### src/rtl/core/sat_pkg.sv
// Shared types and codes of the strongest access point table.
package sat_pkg;

  localparam logic [1:0] CMD_CLEAR = 2'd0;
  localparam logic [1:0] CMD_OFFER = 2'd1;
  localparam logic [1:0] CMD_READ  = 2'd2;

  typedef enum logic [2:0] {
    ACT_INSERTED    = 3'd0,
    ACT_REPLACED    = 3'd1,
    ACT_DUPLICATE   = 3'd2,
    ACT_REJECTED    = 3'd3,
    ACT_CLEARED     = 3'd4,
    ACT_READ_OK     = 3'd5,
    ACT_READ_BEYOND = 3'd6
  } sat_action_e;

  typedef struct packed {
    logic [1:0]         cmd;
    logic [47:0]        mac_address;
    logic signed [7:0]  signal_level;
    logic [3:0]         read_index;
  } sat_req_t;

  typedef struct packed {
    logic [2:0]         action;
    logic [3:0]         slot;
    logic [4:0]         stored_count;
    logic [47:0]        entry_mac;
    logic signed [7:0]  entry_level;
  } sat_rsp_t;

endpackage

### src/rtl/core/sat_table_mem.sv
// Entry memory holding the MAC and signal level of each table slot.
module sat_table_mem #(
  parameter int TABLE_DEPTH = 16,
  parameter int AW          = 4
) (
  input  logic          clk_i,
  input  logic          rd_en_i,
  input  logic [AW-1:0] rd_addr_i,
  output logic [47:0]   rd_mac_o,
  output logic [7:0]    rd_level_o,
  input  logic          wr_en_i,
  input  logic [AW-1:0] wr_addr_i,
  input  logic [47:0]   wr_mac_i,
  input  logic [7:0]    wr_level_i
);

  logic [47:0] mac_mem   [TABLE_DEPTH];
  logic [7:0]  level_mem [TABLE_DEPTH];

  always_ff @(posedge clk_i) begin
    if (wr_en_i) begin
      mac_mem[wr_addr_i]   <= wr_mac_i;
      level_mem[wr_addr_i] <= wr_level_i;
    end
  end

  always_ff @(posedge clk_i) begin
    if (rd_en_i) begin
      rd_mac_o   <= mac_mem[rd_addr_i];
      rd_level_o <= level_mem[rd_addr_i];
    end
  end

endmodule

### src/rtl/core/sat_ctrl.sv
// Command sequencer that scans, updates and reads the entry memory.
module sat_ctrl
  import sat_pkg::*;
#(
  parameter int TABLE_DEPTH = 16,
  parameter int AW          = 4,
  parameter int CW          = 5
) (
  input  logic          clk_i,
  input  logic          rst_ni,
  input  logic          start_i,
  input  sat_req_t      req_i,
  output logic          busy_o,
  output logic          done_o,
  output sat_rsp_t      rsp_o,
  output logic          rd_en_o,
  output logic [AW-1:0] rd_addr_o,
  input  logic [47:0]   rd_mac_i,
  input  logic [7:0]    rd_level_i,
  output logic          wr_en_o,
  output logic [AW-1:0] wr_addr_o,
  output logic [47:0]   wr_mac_o,
  output logic [7:0]    wr_level_o
);

  typedef enum logic [1:0] {
    ST_IDLE,
    ST_SCAN,
    ST_DECIDE,
    ST_READ
  } state_e;

  state_e          state_q, state_d;
  sat_req_t        req_q, req_d;
  logic [CW-1:0]   count_q, count_d;
  logic [CW-1:0]   iss_q, iss_d;
  logic [CW-1:0]   chk_q, chk_d;
  logic [AW-1:0]   weak_q, weak_d;
  logic [7:0]      min_q, min_d;
  logic            done_q, done_d;
  sat_rsp_t        rsp_q, rsp_d;
  logic            accept;
  logic [7:0]      ridx_w;
  logic [7:0]      count_w;
  logic [7:0]      count_d_w;

  function automatic logic [3:0] to_slot(input logic [7:0] v);
    return v[3:0];
  endfunction

  assign accept  = start_i && (state_q == ST_IDLE);
  assign ridx_w  = {4'b0000, req_i.read_index};
  assign count_w = 8'(count_q);

  always_comb begin
    state_d    = state_q;
    req_d      = req_q;
    count_d    = count_q;
    iss_d      = iss_q;
    chk_d      = chk_q;
    weak_d     = weak_q;
    min_d      = min_q;
    done_d     = 1'b0;
    rsp_d      = '0;
    rd_en_o    = 1'b0;
    rd_addr_o  = iss_q[AW-1:0];
    wr_en_o    = 1'b0;
    wr_addr_o  = weak_q;
    wr_mac_o   = req_q.mac_address;
    wr_level_o = req_q.signal_level;

    case (state_q)
      ST_IDLE: begin
        if (accept) begin
          req_d = req_i;
          case (req_i.cmd)
            CMD_CLEAR: begin
              count_d      = '0;
              rsp_d.action = ACT_CLEARED;
              done_d       = 1'b1;
            end
            CMD_OFFER: begin
              if (count_q == '0) begin
                wr_en_o      = 1'b1;
                wr_addr_o    = '0;
                wr_mac_o     = req_i.mac_address;
                wr_level_o   = req_i.signal_level;
                count_d      = CW'(1);
                rsp_d.action = ACT_INSERTED;
                done_d       = 1'b1;
              end else begin
                rd_en_o   = 1'b1;
                rd_addr_o = '0;
                iss_d     = CW'(1);
                chk_d     = '0;
                state_d   = ST_SCAN;
              end
            end
            default: begin
              if (ridx_w < count_w) begin
                rd_en_o   = 1'b1;
                rd_addr_o = ridx_w[AW-1:0];
                state_d   = ST_READ;
              end else begin
                rsp_d.action = ACT_READ_BEYOND;
                done_d       = 1'b1;
              end
            end
          endcase
        end
      end
      ST_SCAN: begin
        if (iss_q < count_q) begin
          rd_en_o   = 1'b1;
          rd_addr_o = iss_q[AW-1:0];
          iss_d     = iss_q + CW'(1);
        end
        if (rd_mac_i == req_q.mac_address) begin
          rsp_d.action = ACT_DUPLICATE;
          rsp_d.slot   = to_slot(8'(chk_q));
          done_d       = 1'b1;
          state_d      = ST_IDLE;
        end else begin
          if ((chk_q == '0) || ($signed(rd_level_i) < $signed(min_q))) begin
            min_d  = rd_level_i;
            weak_d = chk_q[AW-1:0];
          end
          chk_d = chk_q + CW'(1);
          if ((chk_q + CW'(1)) == count_q) begin
            state_d = ST_DECIDE;
          end
        end
      end
      ST_DECIDE: begin
        done_d  = 1'b1;
        state_d = ST_IDLE;
        if (count_q < CW'(TABLE_DEPTH)) begin
          wr_en_o      = 1'b1;
          wr_addr_o    = count_q[AW-1:0];
          count_d      = count_q + CW'(1);
          rsp_d.action = ACT_INSERTED;
          rsp_d.slot   = to_slot(count_w);
        end else if ($signed(req_q.signal_level) > $signed(min_q)) begin
          wr_en_o      = 1'b1;
          wr_addr_o    = weak_q;
          rsp_d.action = ACT_REPLACED;
          rsp_d.slot   = to_slot(8'(weak_q));
        end else begin
          rsp_d.action = ACT_REJECTED;
        end
      end
      ST_READ: begin
        rsp_d.action      = ACT_READ_OK;
        rsp_d.slot        = req_q.read_index;
        rsp_d.entry_mac   = rd_mac_i;
        rsp_d.entry_level = rd_level_i;
        done_d            = 1'b1;
        state_d           = ST_IDLE;
      end
      default: begin
        state_d = ST_IDLE;
      end
    endcase

    count_d_w          = 8'(count_d);
    rsp_d.stored_count = count_d_w[4:0];
  end

  always_ff @(posedge clk_i or negedge rst_ni) begin
    if (!rst_ni) begin
      state_q <= ST_IDLE;
      count_q <= '0;
      done_q  <= 1'b0;
      req_q   <= '0;
      iss_q   <= '0;
      chk_q   <= '0;
      weak_q  <= '0;
      min_q   <= '0;
      rsp_q   <= '0;
    end else begin
      state_q <= state_d;
      count_q <= count_d;
      done_q  <= done_d;
      req_q   <= req_d;
      iss_q   <= iss_d;
      chk_q   <= chk_d;
      weak_q  <= weak_d;
      min_q   <= min_d;
      rsp_q   <= rsp_d;
    end
  end

  assign busy_o = (state_q != ST_IDLE);
  assign done_o = done_q;
  assign rsp_o  = rsp_q;

  a_count_bound : assert property (@(posedge clk_i) disable iff (!rst_ni)
    count_q <= CW'(TABLE_DEPTH))
    else $error("Entry count exceeds the table depth.");

  a_clear_result : assert property (@(posedge clk_i) disable iff (!rst_ni)
    (accept && (req_i.cmd == CMD_CLEAR)) |=> (done_q && (rsp_q.stored_count == 5'd0)))
    else $error("A clear transfer did not answer with an empty table.");

  a_scan_nonempty : assert property (@(posedge clk_i) disable iff (!rst_ni)
    (state_q == ST_SCAN) |-> (count_q != '0))
    else $error("Scan running over an empty table.");

  a_write_idle_only : assert property (@(posedge clk_i) disable iff (!rst_ni)
    wr_en_o |-> !rd_en_o)
    else $error("Memory written and read in the same cycle.");

endmodule

### src/rtl/core/strongest_ap_table_top.sv
// Top level of the strongest access point table.
// A command transfer is taken when start_i is high and busy_o is low, and
// every command gives exactly one result on rsp_o, marked by done_o for a
// single cycle; the receiver cannot stall, so it must take each result in
// the cycle it appears. Clear, an offer into an empty table and a read
// beyond the stored count answer in the cycle after the transfer, and a
// valid read answers from the ST_READ state after its memory read. Any other
// offer scans the stored entries through the memory read port at one entry
// per cycle: a duplicate answers when it is found, and otherwise the offer
// answers from ST_DECIDE. No new command is taken while busy_o is high.
module strongest_ap_table_top
  import sat_pkg::*;
#(
  parameter int TABLE_DEPTH = 16
) (
  input  logic     clk_i,
  input  logic     rst_ni,
  input  logic     start_i,
  input  sat_req_t req_i,
  output logic     busy_o,
  output logic     done_o,
  output sat_rsp_t rsp_o
);

  localparam int AW = (TABLE_DEPTH > 1) ? $clog2(TABLE_DEPTH) : 1;
  localparam int CW = $clog2(TABLE_DEPTH + 1);

  logic          rd_en;
  logic [AW-1:0] rd_addr;
  logic [47:0]   rd_mac;
  logic [7:0]    rd_level;
  logic          wr_en;
  logic [AW-1:0] wr_addr;
  logic [47:0]   wr_mac;
  logic [7:0]    wr_level;

  sat_ctrl #(
    .TABLE_DEPTH(TABLE_DEPTH),
    .AW         (AW),
    .CW         (CW)
  ) u_ctrl (
    .clk_i     (clk_i),
    .rst_ni    (rst_ni),
    .start_i   (start_i),
    .req_i     (req_i),
    .busy_o    (busy_o),
    .done_o    (done_o),
    .rsp_o     (rsp_o),
    .rd_en_o   (rd_en),
    .rd_addr_o (rd_addr),
    .rd_mac_i  (rd_mac),
    .rd_level_i(rd_level),
    .wr_en_o   (wr_en),
    .wr_addr_o (wr_addr),
    .wr_mac_o  (wr_mac),
    .wr_level_o(wr_level)
  );

  sat_table_mem #(
    .TABLE_DEPTH(TABLE_DEPTH),
    .AW         (AW)
  ) u_mem (
    .clk_i     (clk_i),
    .rd_en_i   (rd_en),
    .rd_addr_i (rd_addr),
    .rd_mac_o  (rd_mac),
    .rd_level_o(rd_level),
    .wr_en_i   (wr_en),
    .wr_addr_i (wr_addr),
    .wr_mac_i  (wr_mac),
    .wr_level_i(wr_level)
  );

endmodule

### config.mk
export PLATFORM = sky130hd
export DESIGN_NAME = strongest_ap_table_top
export DESIGN_NICKNAME = d
export VERILOG_FILES = /design/src/rtl/core/sat_pkg.sv /design/src/rtl/core/sat_table_mem.sv /design/src/rtl/core/sat_ctrl.sv /design/src/rtl/core/strongest_ap_table_top.sv
export SDC_FILE = /design/constraint.sdc
export NUM_CORES = 1
export LEC_CHECK = 0
export ABC_AREA = 1
export BUFFER_PORTS_ARGS = -buffer_cell sky130_fd_sc_hd__buf_2
export CELL_PAD_IN_SITES_DETAIL_PLACEMENT = 1
export CELL_PAD_IN_SITES_GLOBAL_PLACEMENT = 1
export CORE_UTILIZATION = 45
export DETAILED_ROUTE_END_ITERATION = 10
export GPL_ROUTABILITY_DRIVEN = 0
export PLACE_DENSITY = 0.7
export SYNTH_ARGS = -nofsm -noshare
export SYNTH_HDL_FRONTEND = slang
export SYNTH_SLANG_ARGS = --single-unit
### constraint.sdc
create_clock -name clk_i -period 16 [get_ports clk_i]
set_input_delay 0.8 -clock clk_i [delete_from_list [all_inputs] [get_ports clk_i]]
set_output_delay 0.8 -clock clk_i [all_outputs]
set_load 0.02 [all_outputs]
# [Word-level counts from Yosys, hierarchy flattened]
# Memory sizes are Yosys's and may differ from the RTL's. A register that Yosys moved wholly into a read port is not among the register bits.
# Index checks and enable logic that the tools add are counted.
[op_classes] addsub=3 order_cmp=5 eq_ne=18 mux=69 bitwise_logic=1 n_reduce_logical=16
[op_table] op="48-bit two-way mux" n=4
[op_table] op="56-bit two-way mux" n=1
[op_table] op="5-bit two-way mux" n=11
[op_table] op="48-bit equality test" n=1
[op_table] op="5-bit one-hot mux with 2 select lines" n=4
[op_table] op="4-bit two-way mux" n=9
[op_table] op="8-bit two-way mux" n=4
[op_table] op="5-bit AND reduction" n=4
[op_table] op="4-bit one-hot mux with 2 select lines" n=2
[op_table] op="5-bit by 1-bit adder with 5-bit output (second input constant)" n=3
[op_table] op="1-bit two-way mux" n=14
[op_table] op="2-bit two-way mux" n=6
[op_table] op="6-bit two-way mux" n=2
[op_table] op="3-bit inequality test (second input constant)" n=4
[op_table] op="3-bit one-hot mux with 4 select lines" n=1
[op_table] op="4-bit one-hot mux with 3 select lines" n=1
[op_table] op="5-bit zero test" n=2
[op_table] op="8-bit greater-than comparator" n=1
[op_table] op="8-bit less-than comparator" n=1
[op_table] op="2-bit inequality test (second input constant)" n=4
[op_table] op="1-bit one-hot mux with 2 select lines" n=4
[op_table] op="3-bit two-way mux" n=2
[op_table] op="2-bit by 1-bit inequality test with 1-bit output (second input constant)" n=3
[op_table] op="2-bit one-hot mux with 3 select lines" n=1
[op_table] op="18 further kinds" n=23
[word_totals] reg_bits=153 ramBits=896 mem_count=2
[memory_table] memory="u_mem.mac_mem" depth=16 width=48 read_ports=1 rd_ports_with_merged_regs=1 write_ports=1 line="sat_table_mem.sv:17" rtl="logic [47:0] mac_mem [TABLE_DEPTH];"
[memory_table] memory="u_mem.level_mem" depth=16 width=8 read_ports=1 rd_ports_with_merged_regs=1 write_ports=1 line="sat_table_mem.sv:18" rtl="logic [7:0] level_mem [TABLE_DEPTH];"

# [Longest topological paths before layout]
[logic_depth] word_depth=7 depth_mapped=18 ltp_nobuf=16

# [By module]
# A second synthesis with hierarchy kept.
[hier_totals] hier_cells=4739 area_unflattened_um2=48372.6
[modules_own_cells] module="sat_table_mem" n_inst=1 cells_per_inst=3690 area_per_inst_um2=40251.1 seq_area_each_um2=28587.4
[modules_own_cells] module="sat_ctrl" n_inst=1 cells_per_inst=1049 area_per_inst_um2=8121.5 seq_area_each_um2=3828.7

# [Worst setup path after synthesis]
# No wires, ideal clock.
[synth_timing] path_type="register -> register" start="reg u_ctrl.count_q[0]" end="mem u_mem.level_mem[10][0] (enable)" setup_time_ns=0.539 arrival_time_ns=5.543 t_required_ns=15.461 path_slack_ns=9.918 stages_incl_launch_ff=13 n_path_buf=0 synth_period_minus_slack_ns=6.082 path_cell_list="dfrtp_1 inv_1 ha_1 inv_1 nor2_1 nand2_1 inv_1 nand4_1 nand2_1 inv_1 nor2_1 inv_1 nor3_1"
[synth_between] elab_chain_len=7 word_cells_on_any_way=14
[synth_lines] item="from (decl)" line="sat_ctrl.sv:35" rtl="logic [CW-1:0] count_q, count_d;"
[synth_lines] item="from (signal assigned)" line="sat_ctrl.sv:182" rtl="count_q <= count_d;"
[synth_lines] item="branches (longest 7 deep; another with 5-bit less-than comparator)"
[synth_lines] item="to (decl)" line="sat_table_mem.sv:18"
# Parallel ways; which one is timed is not known.

# [Worst setup path after layout]
[layout_timing] start="reg u_ctrl.state_q[0]" end="reg u_mem.rd_mac_o[36] (read register of u_mem.mac_mem), data pin"
[layout_between] elab_chain_len=4 word_cells_on_any_way=7
[layout_lines] item="from (decl)" line="sat_ctrl.sv:33" rtl="state_e state_q, state_d;"
[layout_lines] item="from (signal assigned)" line="sat_ctrl.sv:181" rtl="state_q <= state_d;"
[layout_lines] item="2-bit zero test" line="sat_ctrl.sv:51, sat_ctrl.sv:72"
[layout_lines] item="1-bit logical AND" line="sat_ctrl.sv:51" rtl="assign accept = start_i && (state_q == ST_IDLE);"
[layout_lines] item="1-bit two-way mux or 4-bit two-way mux (tied branches)" line="sat_ctrl.sv:74" rtl="if (accept) begin"
[layout_lines] item="1-bit one-hot mux with 2 select lines or 4-bit two-way mux (tied branches)"
[layout_lines] item="to (decl)" line="sat_table_mem.sv:9" rtl="output logic [47:0] rd_mac_o,"
# Parallel ways exist; a longest one is shown, timed or not.
# A chain may end at the register's enable or synchronous reset.

==> run_results.csv <==
group,metric,value,unit
outcome,status,"finished, violations left",
outcome,violations,"design-rule violations",
clock_tree,cts.clk_slew.worst_paths,60,ps
job,drv_cap,0,
clock_tree,ctsHoldBuffers,0,
clock_tree,cts_tree,"yes",
timing,max_freq,0.1681,GHz
detailed_routing,drt_pre_antenna_iters,11,
clock_tree,post_cts_buffers,0,
yosys,syn_area,48230,um2
die,die_w,329.4,um
timing,relSlewSlack,0.2085,
global_routing,grt_pass1_vias,35890,
worst_setup_path,end_kind,"flop",
timing,skew,24.93,ps
clock_tree,cts_resized,0,
detailed_routing,drtIter0Drc,2935,
min_path,hp-class,"in -> async",
clock_tree,clkLatencyLatePin,720,ps
power,p_leak,0.02344,uW
cells_and_area,stdcell_area,53960,um2
clock_tree,numCtsBuffers,119,
worst_setup_path,worstSetupStartpointType,"flop",
die,io_pins,135,
cells_and_area,syn_to_final_growth,11.88,%
detailed_routing,viasPerCell,5.539,
worst_setup_path,required,16450,ps
clock_tree,cts_root_buf,"clkbuf_16",
clock_tree,clock_sinks,1105,
cells_and_area,diodes,0,
detailed_routing,postRouteAntennaNets,0,
detailed_routing,via_count,34420,
yosys,yosysUniqueCellTypes,35,
yosys,synth_warnings,0,
die,start_util,0.4563,
global_routing,gr-total-overflow,0,
detailed_routing,routedWlPerCell,23.36,um
placement,numPortBuffers,134,
global_routing,antenna_found_initial,3,
timing,hold_viol,0,
timing,maxSlewViolCount,0,
detailed_routing,routed_wirelength,145200,um
timing,fin_crit_sh,0.3717,
detailed_routing,post-route-drc-count,14,
die,fp.dieArea,108500,um2
clock_tree,htreeDepth,3,
power,vdd_drop_max,0.1200,mV
yosys,syn_avg_cell_area,10.31,um2
placement,placed_cell_area,50060,um2
worst_setup_path,arrival,6400,ps
die,fp.dieH,329.4,um
placement,pre_cts_ws,9830,ps
cells_and_area,nNetsFinal,4808,
timing,rsz0062_at_grt,"false",
clock_tree,cts_max_path_buffers,3,
global_routing,track_usage,0.2694,
die,rows,119,
cells_and_area,drive_gt1_frac,0.07900,
yosys,ys_ff_latch,1105,
timing,timing.final.ws_setup,10050,ps
timing,setup_tns,0,ps
timing,setup-violations-final,0,
global_routing,grt_pass1_wl,220200,um
worst_setup_path,worstSetupPathType,"reg -> reg",
yosys,syn_inst,4679,
timing,worst_pin_slew,1181,ps
yosys,synth_seq_area_share,0.6721,
global_routing,grt_max_degree,224,
power,powerDensity,190.1,nW/um2
yosys,synthesis.nets,4771,
die,core,105700,um2
timing,min_period,5948,ps
worst_setup_path,path_max_fanout,122,
worst_setup_path,r2r_slack,10050,ps
placement,dp_hpwl,74070,um
-- logic make-up (layout without fill, tap and decap cells) --
| group | count (synthesis) | after routing | share of synthesized area |
|---|---|---|---|
| DFF | 1105 | 1105 | 0.6721 |
| AOI/OAI and AO/OA | 123 | 123 | 0.01339 |
| xor gates and xnor gates | 27 | 27 | 0.004903 |
| muxes | 24 | 24 | 0.004981 |
| adders and majority gates | 27 | 27 | 0.007004 |
| and+or+nand+nor | 2455 | 2455 | 0.2215 |
| buffers and inverters | 918 | 1062 | 0.07611 |
-- report_power, final --
| part | switching (uW) | internal [uW] | leakage (uW) |
|---|---|---|---|
| registers | 192 | 3880 | 0.0107 |
| clock network | 1150 | 1630 | 0.00189 |
| logic | 2550 | 859 | 0.0109 |
| total | 3890 | 6370 | 0.0234 |
-- synth_stat cells --
| cell | n | area (um2) |
|---|---|---|
| a21oi_1 | 23 | 115.1 |
| a21oi_2 | 1 | 8.760 |
| a22oi_1 | 3 | 22.52 |
| and2_1 | 1 | 6.260 |
| buf_1 | 25 | 93.84 |
| buf_2 | 171 | 855.8 |
| buf_4 | 3 | 22.52 |
| clkbuf_1 | 66 | 247.7 |
| dfrtp_1 | 153 | 3829 |
| edfxtp_1 | 952 | 28590 |
| ha_1 | 27 | 337.8 |
| inv_1 | 647 | 2429 |
| inv_2 | 6 | 22.52 |
| mux2i_1 | 24 | 240.2 |
| nand2_1 | 1262 | 4737 |
| nand2_2 | 2 | 12.51 |
| nand2_4 | 4 | 45.04 |
| nand3_1 | 1043 | 5220 |
| nand3_2 | 1 | 10.01 |
| nand4_1 | 21 | 131.4 |
| nor2_1 | 99 | 371.6 |
| nor2_2 | 2 | 12.51 |
| nor2_4 | 2 | 22.52 |
| nor2_8 | 1 | 20.02 |
| nor3_1 | 11 | 55.05 |
| nor3b_1 | 3 | 22.52 |
| nor4_1 | 2 | 12.51 |
| o2111ai_1 | 1 | 8.760 |
| o211ai_1 | 3 | 22.52 |
| o21a_1 | 2 | 15.01 |
| o21ai_0 | 89 | 445.4 |
| o31ai_1 | 1 | 7.510 |
| or2_2 | 1 | 6.260 |
| xnor2_1 | 14 | 122.6 |
| xor2_1 | 13 | 113.9 |
-- layer usage --
layer	wire (um)	global-route usage	share of wire	up-vias
met5	0	0	0	-
met4	2964	0.07246	0.020	0
met3	8615	0.03186	0.059	202
met2	69870	0.4513	0.48	1027
met1	63710	0.3719	0.44	17590
li1	-	-	-	15600
-- cells in the final DEF (no fill, tap or decap), types with 11 or more instances in the layout --
cell type,instances
edfxtp_1,952
nand4_1,21
inv_1,646
nand2_1,1261
clkbuf_8,11
clkbuf_16,123
buf_4,44
nor2_1,92
xnor2_1,14
o21ai_0,87
xor2_1,13
bufinv_16,11
buf_2,133
nand3_1,1043
a21oi_1,16
clkbuf_1,42
dfrtp_1,153
mux2i_1,24
ha_1,27
clkinv_1,26
-- path summary, 6_finish.rpt --
| kind | start | depth (start not counted) | to |
|---|---|---|---|
| worst max-delay path | u_ctrl.state_q[0] | 15 | u_mem.rd_mac_o[36] |
| worst min-delay path | rst_ni | 1 | u_ctrl.req_q[16] |
| worst max register to register | u_ctrl.state_q[0] | 15 | u_mem.rd_mac_o[36] |
| worst min register to register | u_ctrl.min_q[1] | 2 | u_ctrl.min_q[1] |
| max in group asynchronous | rst_ni | 2 | u_ctrl.req_q[57] |
| min in group clk_i | req_i[45] | 3 | u_ctrl.req_q[45] |
-- area by class of cell --
type | instances | area [um2]
clock inverters | 53 | 531.8
flip-flops and latches | 1105 | 32420
well taps | 1391 | 1740
clock buffers | 175 | 3373
multi-input cells | 2656 | 12360
fillers | 11520 | 51750
inverters | 653 | 2465
repair buffers | 181 | 1070
-- stage by stage --
stage | hold WS [ps] | total power (uW) | cells | util
floorplan | 436.7 | 6398 | 4679 | -
global placement | 454.7 | 7410 | 5986 | 0.4735
detailed placement | 461.4 | 7521 | 5986 | 0.4735
CTS | 243.7 | 10310 | 6214 | 0.5104
global route | 299.9 | 10820 | 6214 | 0.5104
finish | 237.9 | 10260 | 6214 | 0.5104
-- critical path, stage by stage, from the launching register on --
cell     delay, ps
dfrtp_1        460
nor2_4         180
inv_2          100
nor2_8         400
buf_4          870
inv_2          130
nor2_4         210
nand2_4        120
nand2_8        640
buf_4          840
buf_4          910
nand3_1        190
nand3_1        150
nand3_1         90
nand3_1        150
nand2_1         60
-- flip-flops by register name, summed over array words and instances, names as in the netlist --
name / count
u_mem.mac_mem: 768
u_mem.rd_mac_o: 48
u_ctrl.min_q: 8
u_ctrl.done_o: 1
u_mem.level_mem: 128
u_ctrl.iss_q: 5
u_ctrl.weak_q: 4
u_ctrl.chk_q: 5
u_ctrl.count_q: 5
u_ctrl.req_q: 60
u_ctrl.rsp_o: 63
u_mem.rd_level_o: 8
u_ctrl.state_q: 2
(Power assumes the default switching activity.)
